==> config.mk <==
export PLATFORM = sky130hd
export DESIGN_NAME = terminal_output_byte_parser_top
export DESIGN_NICKNAME = d
export VERILOG_FILES = /design/src/sv/tobp_pkg.sv /design/src/sv/tobp_core.sv /design/src/sv/terminal_output_byte_parser_top.sv
export SDC_FILE = /design/constraint.sdc
export NUM_CORES = 1
export LEC_CHECK = 0
export BUFFER_PORTS_ARGS = -buffer_cell sky130_fd_sc_hd__buf_4
export CORE_MARGIN = 2
export CORE_UTILIZATION = 55
export CTS_CLUSTER_SIZE = 14
export DETAILED_ROUTE_END_ITERATION = 7
export PLACE_DENSITY = 0.72
export SYNTH_ARGS = -nofsm -noshare
export SYNTH_HDL_FRONTEND = slang
export SYNTH_SLANG_ARGS = --single-unit
export TNS_END_PERCENT = 20
==> constraint.sdc <==
create_clock -name clock -period 10.25 [get_ports clock]
set_input_delay 2.05 -clock clock [delete_from_list [all_inputs] [get_ports clock]]
set_output_delay 2.05 -clock clock [all_outputs]
set_load 0.02 [all_outputs]
==> src/sv/tobp_pkg.sv <==
package tobp_pkg;

   // Default geometry of the line and of the history ring
   localparam int unsigned LINE_COLS_DEF = 88;
   localparam int unsigned RING_ROWS_DEF = 2048;

   // Result field widths
   localparam int unsigned ROW_W  = 11;
   localparam int unsigned COL_W  = 7;
   localparam int unsigned CHAR_W = 8;
   localparam int unsigned LEN_W  = 7;

   // Byte codes
   localparam logic [7:0] BYTE_ESC   = 8'h1B;
   localparam logic [7:0] BYTE_CR    = 8'h0D;
   localparam logic [7:0] BYTE_LF    = 8'h0A;
   localparam logic [7:0] BYTE_BS    = 8'h08;
   localparam logic [7:0] BYTE_TAB   = 8'h09;
   localparam logic [7:0] BYTE_DEL   = 8'h7F;
   localparam logic [7:0] BYTE_SPACE = 8'h20;
   localparam logic [7:0] BYTE_IMED  = 8'h2F;
   localparam logic [7:0] BYTE_FLO   = 8'h40;
   localparam logic [7:0] BYTE_FHI   = 8'h7E;
   localparam logic [7:0] BYTE_ZERO  = 8'h30;
   localparam logic [7:0] BYTE_NINE  = 8'h39;
   localparam logic [7:0] BYTE_SEMI  = 8'h3B;
   localparam logic [7:0] BYTE_K     = 8'h4B;
   localparam logic [7:0] BYTE_LBRK  = 8'h5B;

   typedef enum logic [2:0] {
      ACT_ABSORB  = 3'd0,
      ACT_PLACE   = 3'd1,
      ACT_SHORTEN = 3'd2,
      ACT_CLEAR   = 3'd3,
      ACT_COMMIT  = 3'd4
   } action_type;

   typedef enum logic [1:0] {
      PH_NORMAL = 2'd0,
      PH_ESC    = 2'd1,
      PH_CSI    = 2'd2
   } phase_type;

   // What one byte does to the line
   typedef enum logic [2:0] {
      EV_ABSORB,
      EV_CSI_CLEAR,
      EV_LF_COMMIT,
      EV_CR_CLEAR,
      EV_CR_CLEAR_PLACE,
      EV_SHORTEN,
      EV_PLACE,
      EV_WRAP_PLACE
   } event_type;

   typedef struct packed {
      logic [LEN_W-1:0]  line_length;
      logic [CHAR_W-1:0] character;
      logic [COL_W-1:0]  column;
      logic [ROW_W-1:0]  row;
      action_type        action;
      logic              last;
   } result_type;

endpackage

==> src/sv/tobp_core.sv <==
module tobp_core #(
   parameter int unsigned LINE_COLS = tobp_pkg::LINE_COLS_DEF,
   parameter int unsigned RING_ROWS = tobp_pkg::RING_ROWS_DEF
) (
   input  logic                clock,
   input  logic                reset,
   input  logic                step,
   input  logic [7:0]          byte_in,
   output tobp_pkg::result_type res0,
   output tobp_pkg::result_type res1,
   output logic                two
);
   import tobp_pkg::*;

   localparam int unsigned RowW   = (RING_ROWS > 1) ? $clog2(RING_ROWS) : 1;
   localparam int unsigned LenW   = $clog2(LINE_COLS + 1);
   localparam int unsigned RowExt = (RowW > ROW_W) ? RowW : ROW_W;
   localparam int unsigned LenExt = (LenW > LEN_W) ? LenW : LEN_W;

   phase_type        phase_ff, phase_in;
   logic             cr_ff, cr_in;
   logic [LenW-1:0]  len_ff, len_in;
   logic [RowW-1:0]  row_ff, row_in;

   logic [RowW-1:0]  row_next;
   logic [LenW-1:0]  len_dec, len_inc;
   logic [RowExt-1:0] cur_row_x, next_row_x;
   logic [LenExt-1:0] cur_len_x, dec_len_x, inc_len_x;
   logic [ROW_W-1:0] cur_row_o, next_row_o;
   logic [LEN_W-1:0] cur_len_o, dec_len_o, inc_len_o;

   logic      is_param, is_final, is_ctrl, is_bs, is_print, line_full;
   event_type ev;

   // Neighbor values of row and length
   assign row_next = (row_ff == RowW'(RING_ROWS - 1)) ? '0 : RowW'(row_ff + 1'b1);
   assign len_dec  = LenW'(len_ff - 1'b1);
   assign len_inc  = LenW'(len_ff + 1'b1);

   // Fit to the result field widths
   assign cur_row_x  = RowExt'(row_ff);
   assign next_row_x = RowExt'(row_next);
   assign cur_len_x  = LenExt'(len_ff);
   assign dec_len_x  = LenExt'(len_dec);
   assign inc_len_x  = LenExt'(len_inc);
   assign cur_row_o  = cur_row_x[ROW_W-1:0];
   assign next_row_o = next_row_x[ROW_W-1:0];
   assign cur_len_o  = cur_len_x[LEN_W-1:0];
   assign dec_len_o  = dec_len_x[LEN_W-1:0];
   assign inc_len_o  = inc_len_x[LEN_W-1:0];

   // Byte classes
   assign is_param  = (byte_in >= BYTE_ZERO && byte_in <= BYTE_NINE) ||
                      byte_in == BYTE_SEMI ||
                      (byte_in >= BYTE_SPACE && byte_in <= BYTE_IMED);
   assign is_final  = byte_in >= BYTE_FLO && byte_in <= BYTE_FHI;
   assign is_bs     = byte_in == BYTE_BS || byte_in == BYTE_DEL;
   assign is_ctrl   = byte_in < BYTE_SPACE && byte_in != BYTE_TAB;
   assign is_print  = !is_bs && !is_ctrl;
   assign line_full = len_ff >= LenW'(LINE_COLS);

   // Classify the byte against the current state
   always_comb begin
      ev = EV_ABSORB;
      case (phase_ff)
         PH_ESC: begin
            ev = EV_ABSORB;
         end
         PH_CSI: begin
            if (!is_param && is_final && byte_in == BYTE_K) ev = EV_CSI_CLEAR;
         end
         default: begin
            if (byte_in == BYTE_ESC || byte_in == BYTE_CR) begin
               ev = EV_ABSORB;
            end else if (byte_in == BYTE_LF) begin
               ev = EV_LF_COMMIT;
            end else if (cr_ff) begin
               ev = is_print ? EV_CR_CLEAR_PLACE : EV_CR_CLEAR;
            end else if (is_bs) begin
               ev = (len_ff != '0) ? EV_SHORTEN : EV_ABSORB;
            end else if (is_ctrl) begin
               ev = EV_ABSORB;
            end else begin
               ev = line_full ? EV_WRAP_PLACE : EV_PLACE;
            end
         end
      endcase
   end

   // Next state
   always_comb begin
      phase_in = phase_ff;
      cr_in    = cr_ff;
      len_in   = len_ff;
      row_in   = row_ff;
      case (phase_ff)
         PH_ESC:  phase_in = (byte_in == BYTE_LBRK) ? PH_CSI : PH_NORMAL;
         PH_CSI:  phase_in = is_param ? PH_CSI : PH_NORMAL;
         default: begin
            if (byte_in == BYTE_ESC) begin
               phase_in = PH_ESC;
            end else if (byte_in == BYTE_CR) begin
               cr_in = 1'b1;
            end else begin
               cr_in = 1'b0;
            end
         end
      endcase
      case (ev)
         EV_CSI_CLEAR, EV_CR_CLEAR: len_in = '0;
         EV_LF_COMMIT: begin
            len_in = '0;
            row_in = row_next;
         end
         EV_CR_CLEAR_PLACE: len_in = LenW'(1);
         EV_SHORTEN:        len_in = len_dec;
         EV_PLACE:          len_in = len_inc;
         EV_WRAP_PLACE: begin
            len_in = LenW'(1);
            row_in = row_next;
         end
         default: ;
      endcase
   end

   // Result words
   always_comb begin
      res0 = '{line_length: cur_len_o, character: '0, column: '0, row: cur_row_o,
               action: ACT_ABSORB, last: 1'b1};
      res1 = res0;
      two  = 1'b0;
      case (ev)
         EV_CSI_CLEAR, EV_CR_CLEAR: begin
            res0.action      = ACT_CLEAR;
            res0.line_length = '0;
         end
         EV_LF_COMMIT: res0.action = ACT_COMMIT;
         EV_CR_CLEAR_PLACE: begin
            res0.action      = ACT_CLEAR;
            res0.line_length = '0;
            res0.last        = 1'b0;
            res1.action      = ACT_PLACE;
            res1.character   = byte_in;
            res1.line_length = LEN_W'(1);
            two              = 1'b1;
         end
         EV_SHORTEN: begin
            res0.action      = ACT_SHORTEN;
            res0.column      = dec_len_o;
            res0.line_length = dec_len_o;
         end
         EV_PLACE: begin
            res0.action      = ACT_PLACE;
            res0.column      = cur_len_o;
            res0.character   = byte_in;
            res0.line_length = inc_len_o;
         end
         EV_WRAP_PLACE: begin
            res0.action      = ACT_COMMIT;
            res0.last        = 1'b0;
            res1.action      = ACT_PLACE;
            res1.row         = next_row_o;
            res1.character   = byte_in;
            res1.line_length = LEN_W'(1);
            two              = 1'b1;
         end
         default: ;
      endcase
   end

   // Advance the line state on each processed byte
   always_ff @(posedge clock) begin
      if (reset) begin
         phase_ff <= PH_NORMAL;
         cr_ff    <= 1'b0;
         len_ff   <= '0;
         row_ff   <= '0;
      end else if (step) begin
         phase_ff <= phase_in;
         cr_ff    <= cr_in;
         len_ff   <= len_in;
         row_ff   <= row_in;
      end
   end

endmodule

==> src/sv/terminal_output_byte_parser_top.sv <==
// Terminal output byte parser. Bytes of shell output enter on the req_ word
// channel, one per cycle while req_tready is high, and leave as row-update
// commands (absorb, place, shorten, clear, commit) on the rsp_ channel for
// an external line and history memory. Most bytes give one result word; a
// printable byte on a full line (hard wrap) or right after a CR gives two.
// A byte waits in the input register and is decoded once the result queue
// has room for two words. The rate is one byte per cycle while rsp_tready
// stays high and each byte gives one word, set by the single decode stage
// and the four-word result queue that it writes one or two words into per cycle.
module terminal_output_byte_parser_top #(
   parameter int unsigned LINE_COLS = tobp_pkg::LINE_COLS_DEF,
   parameter int unsigned RING_ROWS = tobp_pkg::RING_ROWS_DEF
) (
   input  logic        clock,
   input  logic        reset,
   input  logic        req_tvalid,
   output logic        req_tready,
   input  logic [7:0]  req_tdata,   // [7:0] byte_in
   output logic        rsp_tvalid,
   input  logic        rsp_tready,
   output logic [39:0] rsp_tdata,   // [2:0] action, [13:3] row, [20:14] column,
                                    // [28:21] character, [35:29] line_length
   output logic        rsp_tlast    // last
);
   import tobp_pkg::*;

   localparam int unsigned QDepth = 4;
   localparam int unsigned PtrW   = $clog2(QDepth);

   logic       in_valid_ff, in_valid_in;
   logic [7:0] in_byte_ff;
   logic       step;

   result_type res0, res1;
   logic       two;

   result_type          q_ff [QDepth];
   logic [PtrW-1:0]     wr_ptr_ff, wr_ptr_in, rd_ptr_ff, rd_ptr_in, wr_ptr_nx;
   logic [PtrW:0]       count_ff, count_in;
   logic                pop;
   result_type          head;

   // Decode a held byte when the queue has room for two words
   assign step       = in_valid_ff && (count_ff <= (PtrW + 1)'(QDepth - 2));
   assign req_tready = !in_valid_ff || step;
   assign in_valid_in = (req_tvalid && req_tready) ? 1'b1 : (step ? 1'b0 : in_valid_ff);

   // Hold the input word
   always_ff @(posedge clock) begin
      if (reset) begin
         in_valid_ff <= 1'b0;
      end else begin
         in_valid_ff <= in_valid_in;
      end
   end

   always_ff @(posedge clock) begin
      if (req_tvalid && req_tready) begin
         in_byte_ff <= req_tdata;
      end
   end

   tobp_core #(
      .LINE_COLS(LINE_COLS),
      .RING_ROWS(RING_ROWS)
   ) u_core (
      .clock  (clock),
      .reset  (reset),
      .step   (step),
      .byte_in(in_byte_ff),
      .res0   (res0),
      .res1   (res1),
      .two    (two)
   );

   // Result queue pointers and fill
   assign pop       = rsp_tvalid && rsp_tready;
   assign wr_ptr_nx = PtrW'(wr_ptr_ff + 1'b1);
   assign rd_ptr_in = pop ? PtrW'(rd_ptr_ff + 1'b1) : rd_ptr_ff;

   always_comb begin
      wr_ptr_in = wr_ptr_ff;
      count_in  = count_ff;
      if (step) begin
         wr_ptr_in = two ? PtrW'(wr_ptr_ff + 2'd2) : wr_ptr_nx;
         count_in  = two ? (PtrW + 1)'(count_ff + 2'd2) : (PtrW + 1)'(count_ff + 1'b1);
      end
      if (pop) begin
         count_in = (PtrW + 1)'(count_in - 1'b1);
      end
   end

   always_ff @(posedge clock) begin
      if (reset) begin
         wr_ptr_ff <= '0;
         rd_ptr_ff <= '0;
         count_ff  <= '0;
      end else begin
         wr_ptr_ff <= wr_ptr_in;
         rd_ptr_ff <= rd_ptr_in;
         count_ff  <= count_in;
      end
   end

   // Store one or two result words
   always_ff @(posedge clock) begin
      if (step) begin
         q_ff[wr_ptr_ff] <= res0;
         if (two) begin
            q_ff[wr_ptr_nx] <= res1;
         end
      end
   end

   // Drive the head word
   assign head       = q_ff[rd_ptr_ff];
   assign rsp_tvalid = count_ff != '0;
   assign rsp_tdata  = {4'b0, head.line_length, head.character, head.column,
                        head.row, head.action};
   assign rsp_tlast  = head.last;

endmodule
==> results by group <==
Route
  – DRT Pass-1 Iters: 6
  – Residual DRC count: 0
  – Post-DRT Antenna Nets: 0
  – Final WL: 24,100 um
  – Vias: about 7,300
  – Routed WL per cell: roughly 21 um
  – Vias per cell: roughly 6.4
  – Starting DRC count in detailed routing: 922

Timing
  – Period utilisation layout: a little under half
  – # setup viols final: 0
  – Minimum clock period: 4.68 ns
  – Worst hold slack: roughly 0.46 ns
  – Slew at the pin with the worst max-slew slack: 1.14 ns
  – Fin. max-slew vios: 0
  – Clk_skew: between 0.01 and 0.015 ns
  – Final Hold Fails: 0
  – Unrepaired setup endpoints after global routing: false
  – Max Fclk: 214 MHz
  – Relative slew slack: 24.0%
  – Setup TNS: 0 ns

Place
  – Final HPWL DP: around 16,000 um
  – Final Wtd Congestion: just under 1
  – PortBufs: 50

Cells and area
  – Most frequent cells in the layout: 116 x edfxtp_1, 96 x nor2_1, 79 x a21oi_1
  – Layout area overhead: 9.75%
  – Most common cell after layout, fill and taps aside: edfxtp_1
  – N_diodes: 0
  – Nets: between 900 and 1,000
  – Layout cells sized above 1: 16.1%

Power
  – Pwr dens: about 210 nW/um2
  – P_leak: approximately 3.6 nW
  – VDD IR max: around 150 uV
  – Total power: ~2.2 mW

Global routing
  – Vias in the first global route: 6,827
  – GRT Overall Usage: between 20% and 30%
  – Total gr overflow: 0
  – Largest net degree at the start of global routing: 38
  – First-pass GRT wire length: roughly 38,000 um
  – Initial antenna violation count: 0

Die
  – Die height: ~140 um
  – Initial Util: 55.9%
  – DIE AREA: roughly 19,000 um2
  – Rows: 48
  – Core area: approximately 17,000 um2
  – I/O pin cnt: 55
  – Die X-Extent: approximately 140 um

Worst setup path
  – Reg-to-reg setup timing slack: 5.57 ns
  – Setup crit end kind: flop
  – Worst Path Required: roughly 10 ns
  – WP data arrival: roughly 4.8 ns
  – Crit-path max FO: 20
  – Setup Crit Path Kind: flop to flop
  – Critical path startpoint category: flop

Synth
  – Cell Area, Synth: between 9000 and 10,000 um2
  – Ys Warns: 0
  – Synth Register Bits: ~190
  – Post-synthesis cell type count: 74
  – Gate Count Post-Synth: 894
  – Mean post-synth cell area: about 11 um2
  – Number of synthesized flops with an enable pin: 116
  – Synth async-reset ratio: 0%
  – Post-synth top flop: edfxtp_1
  – Sequential share of the synthesized area: ~51%

Clock network
  – H-tree depth: 4
  – CTS resizes: 0
  – Clock Pin Slew Worst Setup and Hold Paths: roughly 0.060 ns
  – Clock sink total: approximately 190
  – Hold buffer count at cts: 0
  – Root Driver: clkbuf_16
  – Maximum clock insertion buffer count: 2
  – Worst skew pair latency: about 0.44 ns
  – Total CTS buffers: 17
  – # Post-CTS Setup Buffers: 0
  – CTS tree: yes

Run
  – Max cap viols: 0

Status
  – Status: finished clean

Min path
  – HP Class: flop to flop
-- per-stage QoR --
| stage | setup WS (ns) | util [%] | area [um2] | std cells |
|---|---|---|---|---|
| after floorplan | 6.25 | - | 9610 | 897 |
| after global placement | 5.73 | 58.4 | 10000 | 1111 |
| after detailed placement | 5.60 | 58.4 | 10000 | 1111 |
| after CTS | 5.60 | 61.3 | 10500 | 1143 |
| after global routing | 5.28 | 61.3 | 10500 | 1143 |
| final | 5.57 | 61.3 | 10500 | 1143 |
-- worst paths after layout --
kind	start	to	cells after the start
min reg2reg	q_ff[1][16]	q_ff[1][16]	2
max reg2reg	u_core.phase_ff[0]	q_ff[0][28]	8
min	q_ff[1][16]	q_ff[1][16]	2
max	u_core.phase_ff[0]	q_ff[0][28]	8
-- state kept, by name, indices dropped and copies added, names as in the netlist, named ones only --
register	cells
u_core.cur_row_o	11
wr_ptr_ff	2
rd_ptr_ff	2
q_ff	148
u_core.cr_ff	1
in_byte_ff	8
in_valid_ff	1
u_core.cur_len_o	7
count_ff	3
u_core.phase_ff	2
-- kinds of logic after synthesis --
kind of cell / synth area share [%]
AND/OR/NAND/NOR: 14.9
flip-flops: 51.1
AO/OA/AOI/OAI: 17.5
XOR/XNOR: 0.821
buffers and inverters: 4.09
multiplexers: 9.33
other: 0.0391
adder cells (fa/ha/maj): 2.22
-- where the power goes --
group | switching [mW] | internal (mW)
Combinational | 0.391 | 0.307
Clock | 0.281 | 0.306
Sequential | 0.0592 | 0.900
Total | 0.732 | 1.51
-- layer usage --
metal	routed length [um]	part of all wire, %	global-route usage, %	vias up
li1	-	-	-	3370
met1	10400	43	38.9	3507
met2	10900	45	41.1	355
met3	2230	9.3	6.23	44
met4	558	2.3	9.49	0
met5	0	0	0	-
-- cells in the mapped netlist, drive strengths merged, types with 4 or more instances --
master   count  share of area [%]
a2111oi      5               0.93
a211o        5               0.46
a211oi      17                1.5
a21o        13                1.0
a21oi       80                4.2
a22o         9               0.82
a22oi        9               0.70
a31o         6               0.55
a31oi       16                1.0
and2        11               0.72
and3        15               0.98
buf         25                1.6
clkbuf      45                1.8
dfxtp       71                 15
edfxtp     116                 36
ha          17                2.2
inv         19               0.74
mux2i        4               0.42
mux4        37                8.7
nand2       69                2.7
nand2b       7               0.46
nand3       20                1.2
nand4        5               0.33
nor2        96                3.8
nor2b       26                1.7
nor3        22                1.1
o211ai      10               0.78
o21ai       43                2.3
o22ai       10               0.65
o2bb2ai      6               0.55
o31ai        4               0.31
or2          7               0.46
or3          8               0.52
xnor2        4               0.36
xor2         5               0.46
-- final cells by class --
| class | count | area [um2] |
|---|---|---|
| Tap cell | 225 | 282 |
| Clock inverter | 13 | 77.6 |
| Inverter | 20 | 75.1 |
| Clock buffer | 19 | 433 |
| Fill cell | 1417 | 6640 |
| Timing Repair Buffer | 59 | 443 |
| Multi-Input combinational cell | 620 | 4320 |
| Sequential cell | 187 | 4910 |
-- critical path: stages, from the launching register on --
cell and delay [ns]:
dfxtp_1 0.36, inv_1 0.05, ha_1 0.36, or4b_1 0.57
or3_1 0.53, a211oi_4 0.73, nand3_1 0.75, nand2_1 0.60
buf_4 0.38
Note: power is estimated with default switching activity, not from simulation.
